<file path="src/design/shfe_pkg.sv">
// ----------------------------------------------------------------------------
// shfe_pkg
// Shared types and constants of the sync header frame extractor.
// ----------------------------------------------------------------------------
`default_nettype none

package shfe_pkg;

    localparam int MAX_HEADER_BYTES_DEF = 8;
    localparam int MAX_FRAME_BYTES_DEF  = 4096;
    localparam int QUEUE_DEPTH          = 4;

    localparam int HLEN_W = 4;
    localparam int PAT_W  = 64;
    localparam int FLEN_W = 13;
    localparam int CIDX_W = 2;

    typedef enum logic [CIDX_W-1:0] {
        CFG_HEADER_LENGTH  = 2'd0,
        CFG_HEADER_PATTERN = 2'd1,
        CFG_FRAME_LENGTH   = 2'd2
    } t_cfg_index;

    // One unit of work for the output side: a plain frame byte, or a
    // header burst of hdr_len bytes taken from the pattern register.
    typedef struct packed {
        logic [7:0]        data;
        logic              is_hdr;
        logic              first;
        logic              eof;
        logic [HLEN_W-1:0] hdr_len;
    } t_job;

endpackage

`default_nettype wire

</file>
<file path="src/design/shfe_front.sv">
// ----------------------------------------------------------------------------
// shfe_front
// Hunts for the sync header and tracks frame position; queues one job per
// byte that yields output.
// ----------------------------------------------------------------------------
`default_nettype none

module shfe_front
    import shfe_pkg::*;
#(
    parameter int MAX_HEADER_BYTES = MAX_HEADER_BYTES_DEF,
    parameter int MAX_FRAME_BYTES  = MAX_FRAME_BYTES_DEF
) (
    input  wire logic              i_clk,
    input  wire logic              i_rst_n,
    input  wire logic              i_valid,
    output logic                   o_ready,
    input  wire logic [7:0]        i_byte,
    input  wire logic [HLEN_W-1:0] i_header_length,
    input  wire logic [PAT_W-1:0]  i_header_pattern,
    input  wire logic [FLEN_W-1:0] i_frame_length,
    input  wire logic              i_q_full,
    output logic                   o_push,
    output t_job                   o_job
);

    localparam int FILL_W = $clog2(MAX_HEADER_BYTES + 1);
    localparam int WIN_W  = 8 * MAX_HEADER_BYTES;
    localparam int CNT_W  = $clog2(MAX_FRAME_BYTES + 1);
    localparam int LEN_W  = (CNT_W > FLEN_W) ? CNT_W : FLEN_W;

    localparam logic [HLEN_W-1:0] MAXH_L    = HLEN_W'(MAX_HEADER_BYTES);
    localparam logic [LEN_W-1:0]  MAXF_L    = LEN_W'(MAX_FRAME_BYTES);
    localparam logic [FILL_W-1:0] FULL_FILL = FILL_W'(MAX_HEADER_BYTES);

    logic [WIN_W-1:0]  r_window, n_window;
    logic [FILL_W-1:0] r_fill, n_fill;
    logic              r_in_frame, n_in_frame;
    logic [CNT_W-1:0]  r_cnt, n_cnt;

    logic [HLEN_W-1:0]                hl;
    logic [LEN_W-1:0]                 hl_w, fl_a, fl_b, fl_c, fl;
    logic [WIN_W+7:0]                 cat;
    logic [MAX_HEADER_BYTES-1:0][7:0] win;
    logic [7:0][7:0]                  pat;
    logic [HLEN_W-1:0]                pidx;
    logic [FILL_W-1:0]                fill_next;
    logic                             fill_ok, match, single, accept, done, hdr_end;
    logic [CNT_W-1:0]                 cnt_inc;

    always_comb begin
        hl   = (i_header_length > MAXH_L) ? MAXH_L : i_header_length;
        hl_w = LEN_W'(hl);
        fl_a = LEN_W'(i_frame_length);
        fl_b = (fl_a < hl_w) ? hl_w : fl_a;
        fl_c = (fl_b == '0) ? LEN_W'(1) : fl_b;
        fl   = (fl_c > MAXF_L) ? MAXF_L : fl_c;

        cat       = {r_window, i_byte};
        win       = cat[WIN_W-1:0];
        pat       = i_header_pattern;
        fill_next = (r_fill == FULL_FILL) ? r_fill : r_fill + 1'b1;
        fill_ok   = HLEN_W'(fill_next) >= hl;

        // byte i back from the newest must equal header byte hl-1-i
        match = 1'b1;
        pidx  = '0;
        for (int i = 0; i < MAX_HEADER_BYTES; i++) begin
            pidx = hl - HLEN_W'(i + 1);
            if ((HLEN_W'(i) < hl) && (win[i] != pat[pidx[2:0]])) begin
                match = 1'b0;
            end
        end

        single  = r_in_frame || (hl == '0);
        accept  = i_valid && o_ready;
        cnt_inc = r_cnt + 1'b1;
        done    = LEN_W'(cnt_inc) >= fl;
        hdr_end = hl_w >= fl;
    end

    assign o_ready = !i_q_full;
    assign o_push  = accept && (single || (fill_ok && match));

    always_comb begin
        o_job = '0;
        if (single) begin
            o_job.data  = i_byte;
            o_job.first = !r_in_frame;
            o_job.eof   = done;
        end else begin
            o_job.is_hdr  = 1'b1;
            o_job.first   = 1'b1;
            o_job.eof     = hdr_end;
            o_job.hdr_len = hl;
        end
    end

    always_comb begin
        n_window   = r_window;
        n_fill     = r_fill;
        n_in_frame = r_in_frame;
        n_cnt      = r_cnt;
        if (accept) begin
            if (single) begin
                if (done) begin
                    n_in_frame = 1'b0;
                    n_cnt      = '0;
                    n_window   = '0;
                    n_fill     = '0;
                end else begin
                    n_in_frame = 1'b1;
                    n_cnt      = cnt_inc;
                end
            end else if (fill_ok && match) begin
                n_window = '0;
                n_fill   = '0;
                if (hdr_end) begin
                    n_in_frame = 1'b0;
                    n_cnt      = '0;
                end else begin
                    n_in_frame = 1'b1;
                    n_cnt      = CNT_W'(hl);
                end
            end else begin
                n_window = cat[WIN_W-1:0];
                n_fill   = fill_next;
            end
        end
    end

    always_ff @(posedge i_clk) begin
        if (!i_rst_n) begin
            r_window   <= '0;
            r_fill     <= '0;
            r_in_frame <= 1'b0;
            r_cnt      <= '0;
        end else begin
            r_window   <= n_window;
            r_fill     <= n_fill;
            r_in_frame <= n_in_frame;
            r_cnt      <= n_cnt;
        end
    end

endmodule

`default_nettype wire

</file>
<file path="src/design/shfe_queue.sv">
// ----------------------------------------------------------------------------
// shfe_queue
// Short job queue between the hunting front and the output back end.
// ----------------------------------------------------------------------------
`default_nettype none

module shfe_queue
    import shfe_pkg::*;
#(
    parameter int DEPTH = QUEUE_DEPTH
) (
    input  wire logic i_clk,
    input  wire logic i_rst_n,
    input  wire logic i_push,
    input  t_job      i_job,
    input  wire logic i_pop,
    output t_job      o_head,
    output logic      o_full,
    output logic      o_empty
);

    localparam int PTR_W = (DEPTH > 1) ? $clog2(DEPTH) : 1;
    localparam int CNT_W = $clog2(DEPTH + 1);

    localparam logic [PTR_W-1:0] LAST_PTR = PTR_W'(DEPTH - 1);
    localparam logic [CNT_W-1:0] FULL_CNT = CNT_W'(DEPTH);

    t_job             r_mem [DEPTH];
    logic [PTR_W-1:0] r_wp, n_wp, r_rp, n_rp;
    logic [CNT_W-1:0] r_count, n_count;

    assign o_full  = (r_count == FULL_CNT);
    assign o_empty = (r_count == '0);
    assign o_head  = r_mem[r_rp];

    always_comb begin
        n_wp    = r_wp;
        n_rp    = r_rp;
        n_count = r_count;
        if (i_push) begin
            n_wp = (r_wp == LAST_PTR) ? '0 : r_wp + 1'b1;
        end
        if (i_pop) begin
            n_rp = (r_rp == LAST_PTR) ? '0 : r_rp + 1'b1;
        end
        if (i_push && !i_pop) begin
            n_count = r_count + 1'b1;
        end else if (!i_push && i_pop) begin
            n_count = r_count - 1'b1;
        end
    end

    always_ff @(posedge i_clk) begin
        if (!i_rst_n) begin
            r_wp    <= '0;
            r_rp    <= '0;
            r_count <= '0;
        end else begin
            r_wp    <= n_wp;
            r_rp    <= n_rp;
            r_count <= n_count;
        end
    end

    always_ff @(posedge i_clk) begin
        if (i_push) begin
            r_mem[r_wp] <= i_job;
        end
    end

    a_no_overflow: assert property (@(posedge i_clk) disable iff (!i_rst_n)
        i_push |-> !o_full)
        else $error("job pushed into full queue");

    a_no_underflow: assert property (@(posedge i_clk) disable iff (!i_rst_n)
        i_pop |-> !o_empty)
        else $error("job popped from empty queue");

    a_count_range: assert property (@(posedge i_clk) disable iff (!i_rst_n)
        r_count <= FULL_CNT)
        else $error("queue count out of range");

    a_count_up: assert property (@(posedge i_clk) disable iff (!i_rst_n)
        (i_push && !i_pop) |=> (r_count == $past(r_count) + 1'b1))
        else $error("queue count missed a push");

endmodule

`default_nettype wire

</file>
<file path="src/design/shfe_back.sv">
// ----------------------------------------------------------------------------
// shfe_back
// Expands queued jobs into output items: one per frame byte, hdr_len per
// header burst, held in an output register.
// ----------------------------------------------------------------------------
`default_nettype none

module shfe_back
    import shfe_pkg::*;
#(
    parameter int MAX_HEADER_BYTES = MAX_HEADER_BYTES_DEF
) (
    input  wire logic             i_clk,
    input  wire logic             i_rst_n,
    input  t_job                  i_head,
    input  wire logic             i_empty,
    output logic                  o_pop,
    input  wire logic [PAT_W-1:0] i_header_pattern,
    output logic                  o_valid,
    input  wire logic             i_ready,
    output logic [7:0]            o_frame_byte,
    output logic                  o_first_of_frame,
    output logic                  o_end_of_frame,
    output logic                  o_last_of_run
);

    localparam int IW = (MAX_HEADER_BYTES > 1) ? $clog2(MAX_HEADER_BYTES) : 1;

    logic          r_valid, n_valid;
    logic [IW-1:0] r_idx, n_idx;
    logic [7:0]    r_byte;
    logic          r_first, r_eof, r_last;

    logic [7:0][7:0] pat;
    logic            hdr_last, entry_last, load, take;
    logic [7:0]      res_byte;
    logic            res_first, res_eof;

    always_comb begin
        pat        = i_header_pattern;
        hdr_last   = HLEN_W'(r_idx) == (i_head.hdr_len - 1'b1);
        entry_last = !i_head.is_hdr || hdr_last;
        load       = !r_valid || i_ready;
        take       = load && !i_empty;

        if (i_head.is_hdr) begin
            res_byte  = pat[3'(r_idx)];
            res_first = (r_idx == '0);
            res_eof   = hdr_last && i_head.eof;
        end else begin
            res_byte  = i_head.data;
            res_first = i_head.first;
            res_eof   = i_head.eof;
        end

        n_valid = load ? !i_empty : r_valid;
        n_idx   = r_idx;
        if (take) begin
            n_idx = entry_last ? '0 : r_idx + 1'b1;
        end
    end

    assign o_pop            = take && entry_last;
    assign o_valid          = r_valid;
    assign o_frame_byte     = r_byte;
    assign o_first_of_frame = r_first;
    assign o_end_of_frame   = r_eof;
    assign o_last_of_run    = r_last;

    always_ff @(posedge i_clk) begin
        if (!i_rst_n) begin
            r_valid <= 1'b0;
            r_idx   <= '0;
        end else begin
            r_valid <= n_valid;
            r_idx   <= n_idx;
        end
    end

    always_ff @(posedge i_clk) begin
        if (take) begin
            r_byte  <= res_byte;
            r_first <= res_first;
            r_eof   <= res_eof;
            r_last  <= entry_last;
        end
    end

    // mid-burst: the header job must still sit at the queue head
    a_burst_head: assert property (@(posedge i_clk) disable iff (!i_rst_n)
        (r_idx != '0) |-> (!i_empty && i_head.is_hdr))
        else $error("header burst lost its queue entry");

    a_run_continues: assert property (@(posedge i_clk) disable iff (!i_rst_n)
        (r_valid && !r_last) |-> (!i_empty && i_head.is_hdr))
        else $error("item not last of run without pending burst");

endmodule

`default_nettype wire

</file>
<file path="src/design/sync_header_frame_extractor_top.sv">
// ----------------------------------------------------------------------------
// sync_header_frame_extractor_top
// Pipeline: an accepted item's job passes one queue stage, then one output register.
// Throughput: one input byte per cycle while the queue is not full; a header match
//   emits header_length results, one per cycle from the output expander while the
//   output is ready; a 4-entry queue absorbs them.
// Reset: synchronous; hunting with an empty window, queue and output empty,
//   registers back to header_length 0, pattern 0, frame_length 1.
// ----------------------------------------------------------------------------
`default_nettype none

module sync_header_frame_extractor_top
    import shfe_pkg::*;
#(
    parameter int MAX_HEADER_BYTES = MAX_HEADER_BYTES_DEF,
    parameter int MAX_FRAME_BYTES  = MAX_FRAME_BYTES_DEF
) (
    input  wire logic              i_clk,
    input  wire logic              i_rst_n,

    input  wire logic              i_data_valid,
    output logic                   o_data_ready,
    input  wire logic [7:0]        i_data_byte,

    output logic                   o_frame_valid,
    input  wire logic              i_frame_ready,
    output logic [7:0]             o_frame_byte,
    output logic                   o_first_of_frame,
    output logic                   o_end_of_frame,
    output logic                   o_last_of_run,

    input  wire logic              i_cfg_valid,
    output logic                   o_cfg_ready,
    input  wire logic [CIDX_W-1:0] i_cfg_index,
    input  wire logic [PAT_W-1:0]  i_cfg_data
);

    logic [HLEN_W-1:0] r_header_length;
    logic [PAT_W-1:0]  r_header_pattern;
    logic [FLEN_W-1:0] r_frame_length;

    t_job push_job, head_job;
    logic push, pop, q_full, q_empty;

    assign o_cfg_ready = 1'b1;

    always_ff @(posedge i_clk) begin
        if (!i_rst_n) begin
            r_header_length  <= '0;
            r_header_pattern <= '0;
            r_frame_length   <= FLEN_W'(1);
        end else if (i_cfg_valid) begin
            unique case (t_cfg_index'(i_cfg_index))
                CFG_HEADER_LENGTH:  r_header_length  <= i_cfg_data[HLEN_W-1:0];
                CFG_HEADER_PATTERN: r_header_pattern <= i_cfg_data;
                CFG_FRAME_LENGTH:   r_frame_length   <= i_cfg_data[FLEN_W-1:0];
                default: ;
            endcase
        end
    end

    shfe_front #(
        .MAX_HEADER_BYTES (MAX_HEADER_BYTES),
        .MAX_FRAME_BYTES  (MAX_FRAME_BYTES)
    ) u_front (
        .i_clk            (i_clk),
        .i_rst_n          (i_rst_n),
        .i_valid          (i_data_valid),
        .o_ready          (o_data_ready),
        .i_byte           (i_data_byte),
        .i_header_length  (r_header_length),
        .i_header_pattern (r_header_pattern),
        .i_frame_length   (r_frame_length),
        .i_q_full         (q_full),
        .o_push           (push),
        .o_job            (push_job)
    );

    shfe_queue #(
        .DEPTH (QUEUE_DEPTH)
    ) u_queue (
        .i_clk   (i_clk),
        .i_rst_n (i_rst_n),
        .i_push  (push),
        .i_job   (push_job),
        .i_pop   (pop),
        .o_head  (head_job),
        .o_full  (q_full),
        .o_empty (q_empty)
    );

    shfe_back #(
        .MAX_HEADER_BYTES (MAX_HEADER_BYTES)
    ) u_back (
        .i_clk            (i_clk),
        .i_rst_n          (i_rst_n),
        .i_head           (head_job),
        .i_empty          (q_empty),
        .o_pop            (pop),
        .i_header_pattern (r_header_pattern),
        .o_valid          (o_frame_valid),
        .i_ready          (i_frame_ready),
        .o_frame_byte     (o_frame_byte),
        .o_first_of_frame (o_first_of_frame),
        .o_end_of_frame   (o_end_of_frame),
        .o_last_of_run    (o_last_of_run)
    );

endmodule

`default_nettype wire

</file>
<file path="config.mk">
export PLATFORM = sky130hd
export DESIGN_NAME = sync_header_frame_extractor_top
export DESIGN_NICKNAME = d
export VERILOG_FILES = /design/src/design/shfe_pkg.sv /design/src/design/shfe_front.sv /design/src/design/shfe_queue.sv /design/src/design/shfe_back.sv /design/src/design/sync_header_frame_extractor_top.sv
export SDC_FILE = /design/constraint.sdc
export NUM_CORES = 1
export LEC_CHECK = 0
export BUFFER_PORTS_ARGS = -buffer_cell sky130_fd_sc_hd__buf_2
export CORE_ASPECT_RATIO = 1.4
export CORE_MARGIN = 3
export CORE_UTILIZATION = 54
export CTS_BUF_LIST = sky130_fd_sc_hd__clkbuf_8
export DETAILED_ROUTE_END_ITERATION = 8
export MAX_ROUTING_LAYER = met4
export PLACE_DENSITY = 0.72
export SLEW_MARGIN = 25
export SYNTH_ARGS = -nofsm -noshare
export SYNTH_HDL_FRONTEND = slang
export SYNTH_SLANG_ARGS = --single-unit
</file>
<file path="constraint.sdc">
create_clock -name i_clk -period 6.7 [get_ports i_clk]
set_input_delay 0.335 -clock i_clk [delete_from_list [all_inputs] [get_ports i_clk]]
set_output_delay 0.335 -clock i_clk [all_outputs]
set_load 0.01 [all_outputs]
</file>
**Yosys cells after proc, flatten, opt, wreduce, memory -nomap -nowiden**

Memories as Yosys holds them, arrays and structs flattened. A register that Yosys moved wholly into a read port is not among the register bits.
Cells that the tools add are included.

- Bits in registers: 177
- Bits in latches: 0
- Memory bits (writable): 60
- ROM bits: 0
- Input port bits: 79
- Output and inout bits: 14
- Word-level logic and storage cells: 172
- Memories kept: 1

- $add $sub $neg: 16
- Multipliers: 0
- Divide/modulo/power cells: 0
- Magnitude comparators: 23
- Equal/unequal tests: 16
- Shift-type cells: 0
- Multiplexer cells: 61
- Bitwise operators: 0
- Reductions and logical operators: 39

Memory list:

| name | depth | width | read ports | clocked after memory_dff | wr ports | RTL line | RTL |
|---|---|---|---|---|---|---|---|
| u_queue.r_mem | 4 | 15 | 1 | 1 | 1 | shfe_queue.sv:28 | `t_job r_mem [DEPTH];` |

Operators by type and width:

| operator | count |
|---|---|
| $bmux 8 s3 | 9 |
| $mux 56 | 3 |
| $mux 8 | 11 |
| $mux 13 | 6 |
| $ne 8x8->1 | 8 |
| $lt 3x4->1 const B | 9 |
| $mux 4 | 7 |
| $mux 1 | 17 |
| $logic_and 1x1->1 | 16 |
| $lt 3x4->1 const A | 4 |
| $add 13x1->13 const B | 1 |
| $ge 13x13->1 | 1 |
| $ge 4x13->1 | 1 |
| $gt 13x13->1 const B | 1 |
| $logic_not 13->1 | 1 |
| $lt 13x4->1 | 1 |
| $sub 3x3->3 const B | 4 |
| $mux 2 | 5 |
| $reduce_and 2->1 | 5 |
| $mux 3 | 3 |
| $sub 3x1->3 const B | 3 |
| $lt 1x4->1 const A | 2 |
| $lt 2x4->1 const A | 2 |
| $logic_not 1->1 | 7 |
| 18 further kinds | 28 |

**Depth between registers and ports, before layout**

- Depth in word-level cells: 22
- Mapped depth: 30
- Mapped depth without buffers: 24

**By module**

From an unflattened synthesis, not the netlist that was laid out.

- Cells, all modules: 1,451
- Area total of the unflattened synthesis: 15,159.5 µm²

By module, submodules not included:

| module | times used | cells each | area an instance (µm²) | sequential area each (µm²) |
|---|---|---|---|---|
| shfe_front | 1 | 891 | 8,076.5 | 1,481.4 |
| sync_header_frame_extractor_top | 1 | 337 | 3,184.3 | 1,621.6 |
| shfe_queue | 1 | 122 | 2,652.5 | 1,981.9 |
| shfe_back | 1 | 101 | 1,246.2 | 410.4 |

**Least setup slack after synthesis**

OpenSTA, ideal clock, no wires.

- Path type: register -> register
- From: register r_header_length[0]
- To: register u_queue.r_count[2]
- Library setup time: 70 ps
- Arrival time: 5,644 ps
- Data required time: 6,630 ps
- Path slack: 985 ps
- Stages on the path, launching flop included: 24
- Buffers on the path: 6
- Clock period less this slack: 5,715 ps
- Cell sequence: dfxtp_1 > nor2b_1 > buf_4 > inv_2 > buf_2 > buf_2 > buf_1 > ha_1 > clkbuf_1 > clkbuf_1 > mux2i_1 > mux4_2 > xnor2_1 > a211oi_1 > o2111ai_1 > or3_4 > o31a_1 > nor2_1 > ha_1 > inv_1 > fa_1 > xor2_1 > or3_1 > a21oi_1

- Longest elaborated chain between the ends: 21
- Elaborated cells between the ends (all ways): 69
- Classes of those cells: add/sub: 8; order compare: 10; eq/ne: 8; mux: 26; reduce/logical: 17

Ends and longest elaborated chain:

| item | RTL line | RTL |
|---|---|---|
| start, declared | sync_header_frame_extractor_top.sv:38 | `logic [HLEN_W-1:0] r_header_length;` |
| start signal, assigned | sync_header_frame_extractor_top.sv:54 | `CFG_HEADER_LENGTH: r_header_length <= i_cfg_data[HLEN_W-1:0];` |
| $gt 4x4->1 | shfe_front.sv:52 | `hl = (i_header_length > MAXH_L) ? MAXH_L : i_header_length;` |
| $mux 4 * | shfe_front.sv:52 |  |
| $sub 3x1->3 | shfe_front.sv:69 | `pidx = hl - HLEN_W'(i + 1);` |
| $bmux 8 s3 | shfe_front.sv:70 | `if ((HLEN_W'(i) < hl) && (win[i] != pat[pidx[2:0]])) begin` |
| $mux 8 (implied by the code) | shfe_front.sv:70 |  |
| $ne 8x8->1 | shfe_front.sv:70 |  |
| $logic_and 1x1->1 | shfe_front.sv:70 |  |
| $mux 1 (8 in a row) | shfe_front.sv:70 |  |
| $logic_and 1x1->1 | shfe_front.sv:83 | `assign o_push = accept && (single \|\| (fill_ok && match));` |
| $logic_or 1x1->1 * | shfe_front.sv:83 |  |
| $logic_and 1x1->1 * | shfe_front.sv:83 |  |
| via push | sync_header_frame_extractor_top.sv:43 | `logic push, pop, q_full, q_empty;` |
| $logic_not 1->1 | shfe_queue.sv:48 | `end else if (!i_push && i_pop) begin` |
| $logic_and 1x1->1 | shfe_queue.sv:48 |  |
| $reduce_bool 2->1 (no source line) | - |  |
| end signal, assigned | shfe_queue.sv:61 | `r_count <= n_count;` |
| end, declared | shfe_queue.sv:30 | `logic [CNT_W-1:0] r_count, n_count;` |

Mark *: on every way through the listed nets, which the timed path passes. The rest lies on a longest branch. The select of a mux whose other input is x is not followed.
A chain may end at the register's enable or synchronous reset.

**Worst setup path in the final report**

- From: register r_header_length[3]
- To: register u_queue.r_count[2]

The elaborated chain is that of the path after synthesis.

==> results.toml <==
[hold_path]
holdCritPathClass = "in2reg"
holdCritStartpoint = "i_cfg_data[61]"
hold_path_depth = 3
whs_endpoint = "r_header_pattern[61]"

[critical_path]
critPathLaunchType = "flip-flop"
ff2ff_setup_slack_ns = 0.73
worst_ep_arrival_time_ns = 6.43
r2r_start = "r_header_length[3]"
r2r_cells = 18
crit_path_end_kind = "flip-flop"
crit_fanout = 37
crit_path_start = "r_header_length[3]"
rr_endpoint = "u_queue.r_count[2]"
worstSetupPathType = "reg2reg"
crit_required_ns = 7.16

[timing]
slew_violations = 0
period_share_pct = 89.06
worst-slew-pin-transition_ns = 1.041
rsz0062_at_grt = "false"
max_slew_margin_pct = 30.60
period_minus_slack_ns = 5.967
finalHoldViolCount = 0
tns_ns = 0
skew_ns = 0.03363
setup_viol = 0
fmax_ghz = 0.1676

[clocking]
tritoncts = "yes"
cts_buffers = 38
cts.sinks = 239
clk_latency_ns = 0.56
clockRootBuffer = "clkbuf_8"
htreeDepth = 2
clkSlewWorstSetupHoldPaths_ns = 0.06
cts_buffer_depth = 3

[power]
pwr-share-comb_pct = 26.9
p_int_w = 0.002730
finalPower_w = 0.004035
power.switching_w = 0.001305
switching_share_pct = 32.35
p_leak_nw = 5.964
p_clk_share_pct = 29.9
ir_worst_vdd_mv = 0.1286
power_density_nw_per_um2 = 246.7
p_seq_share_pct = 43.3

[floorplanning]
ios = 93
coreArea_um2 = 26450
die_area_um2 = 29300
die_h_um = 201.3
row_count = 70
start_util_pct = 55.63
die_w_um = 145.5

[final_layout]
drive_gt1_share_pct = 18.74
nFillCells = 2307
finalInstanceArea_um2 = 16360
final_util_pct = 61.84
final_cells = 1951
area_delta_synth_final_pct = 11.16
final_nets = 1680

[synth]
synthesis.nets = 1614
synth-seq-area-share_pct = 37.34
synthFlopType = "dfxtp_1"
synth_common_cells = "nand2_1, dfxtp_1, a21oi_1"
avgSynthCellArea_um2 = 9.836
ys_warn_count = 0
synth.area.top_cells = "dfxtp_1, edfxtp_1, mux4_2"
synth_top_cell_by_area = "dfxtp_1"
synthArstFlopShare_pct = 0
syn-instance-count = 1496
syn_area_um2 = 14720
yosysMostFrequentCell = "nand2_1"
synth.distinct_cells = 80
ys_ff_latch = 239
synth_edf_count = 71
synth.top_cell.area_share_pct = 22.86

[job]
max_cap_viol_count = 0

[placed_design]
place_inst = 1867
dpl-instance-area_um2 = 15460
port_buffers = 91
dp_hpwl_um = 35470
routabilityCongestion = 1.002

[detailed_routing]
dr_total_vias = 12492
drtIter0Drc = 1187
drc = 0
wl_um = 47610
antenna_left = 0
first_pass_iters = 5
via_per_inst = 6.403
routedWlPerCell_um = 24.40

[status]
outcome = "finished, final reports clean"

[global_route]
first_global_vias = 11980
use_met3_pct = 5.001
busiest_layer = "met2"
overflow = 0
grt_start_max_net_pins = 99
grt_pass1_wl_um = 72090
track_usage_pct = 32.63
grt_use_met2_pct = 52.93
antenna_found_initial = 1
grt_util_met1_pct = 38.39
cells in the final DEF (no fill, tap or decap), types with 13 or more instances in the layout:
master / n
xnor2_1: 55
buf_4: 36
nand3_1: 24
a21oi_1: 130
dfxtp_1: 166
nor3_1: 13
and2_1: 16
clkbuf_8: 44
xor2_1: 38
mux2_2: 20
o211ai_1: 15
ha_1: 37
edfxtp_1: 71
inv_1: 50
dlygate4sd3_1: 15
mux2i_1: 99
o21ai_0: 37
mux4_2: 71
nor2_1: 77
nand2_1: 207
buf_2: 91
a22o_1: 61
per-layer routing:
layer | vias to the layer above | wire [um]
li1 | 5693 | -
met1 | 6044 | 18180
met2 | 585 | 22670
met3 | 170 | 3211
met4 | 0 | 3560
met5 | - | 0
layout make-up:
type | instances | area [um2] | share of cell area, %
well taps | 360 | 450.4 | 2.754
repair buffers | 144 | 915.9 | 5.599
flip-flops and latches | 239 | 5498 | 33.61
clock inverters | 24 | 135.1 | 0.8261
clock buffers | 44 | 605.6 | 3.702
multi-input cells | 1100 | 8598 | 52.57
diodes | 1 | 2.502 | 0.01530
inverters | 39 | 151.4 | 0.9256
power groups by stage:
stage | registers, W | clock network (W) | logic [W]
after floorplan | 0.00175 | 0 | 0.000753
after global placement | 0.00177 | 0 | 0.00105
after detailed placement | 0.00177 | 0 | 0.00108
after CTS | 0.00174 | 0.00123 | 0.00109
after global routing | 0.00176 | 0.00129 | 0.00118
final | 0.00175 | 0.00121 | 0.00108
worst max path at each step:
stage                                     to  slack, ns  depth (start not counted)
final                     u_queue.r_count[2]       0.73                         18
after global routing       u_front.r_fill[0]       0.31                         22
after CTS                  u_front.r_fill[0]       0.79                         23
after detailed placement   u_front.r_fill[0]       0.81                         22
after global placement     u_front.r_fill[0]       0.97                         23
after floorplan           u_queue.r_count[2]       0.99                         23
sequential cells by signal, indices dropped and copies added (netlist names), 3 cells and up, named ones only:
signal               cells
r_header_length          4
r_header_pattern        64
u_back.o_frame_byte      8
u_front.r_window        56
u_queue.r_count          3
u_back.r_idx             3
u_front.r_cnt           13
u_front.r_fill           4
u_queue.r_mem           60
r_frame_length          13
cell families after synthesis:
| family | synth area share, % |
|---|---|
| and+or+nand+nor | 13.14 |
| AOI/OAI and AO/OA | 16.65 |
| buffers and inverters | 4.515 |
| adders and majority gates | 3.367 |
| DFF | 37.34 |
| other | 0.02548 |
| muxes | 19.21 |
| xor gates and xnor gates | 5.756 |
worst max-delay path: stages (launching register included):
cell,delay [ns]
dfxtp_1,0.45
buf_4,0.42
nand2b_1,0.25
clkinv_4,0.12
xnor2_4,0.60
mux2_2,0.41
a222oi_1,0.48
xnor2_1,0.14
nor4_2,0.28
nand4_1,0.13
or3_4,0.44
o31a_1,0.50
nor2_1,0.33
ha_1,0.25
inv_1,0.06
fa_1,0.38
xor2_1,0.17
or3_1,0.31
a21oi_1,0.14
what timing repair did:
item	4_1_cts	5_1_grt
buffers inserted	0	0
endpoints found under the setup margin	0	0
gates resized for setup	0	0
endpoints found under the hold margin	15	0
hold buffers	15	0
metrics by stage:
stage               hold slack (ns)  setup WS [ns]
floorplan                    0.4492         0.9853
global placement             0.4538         0.9723
detailed placement           0.4633         0.8105
CTS                       0.0005789         0.7858
global route                0.01176         0.3050
finish                      0.02340         0.7331
Note: power is estimated with default switching activity, not from simulation.
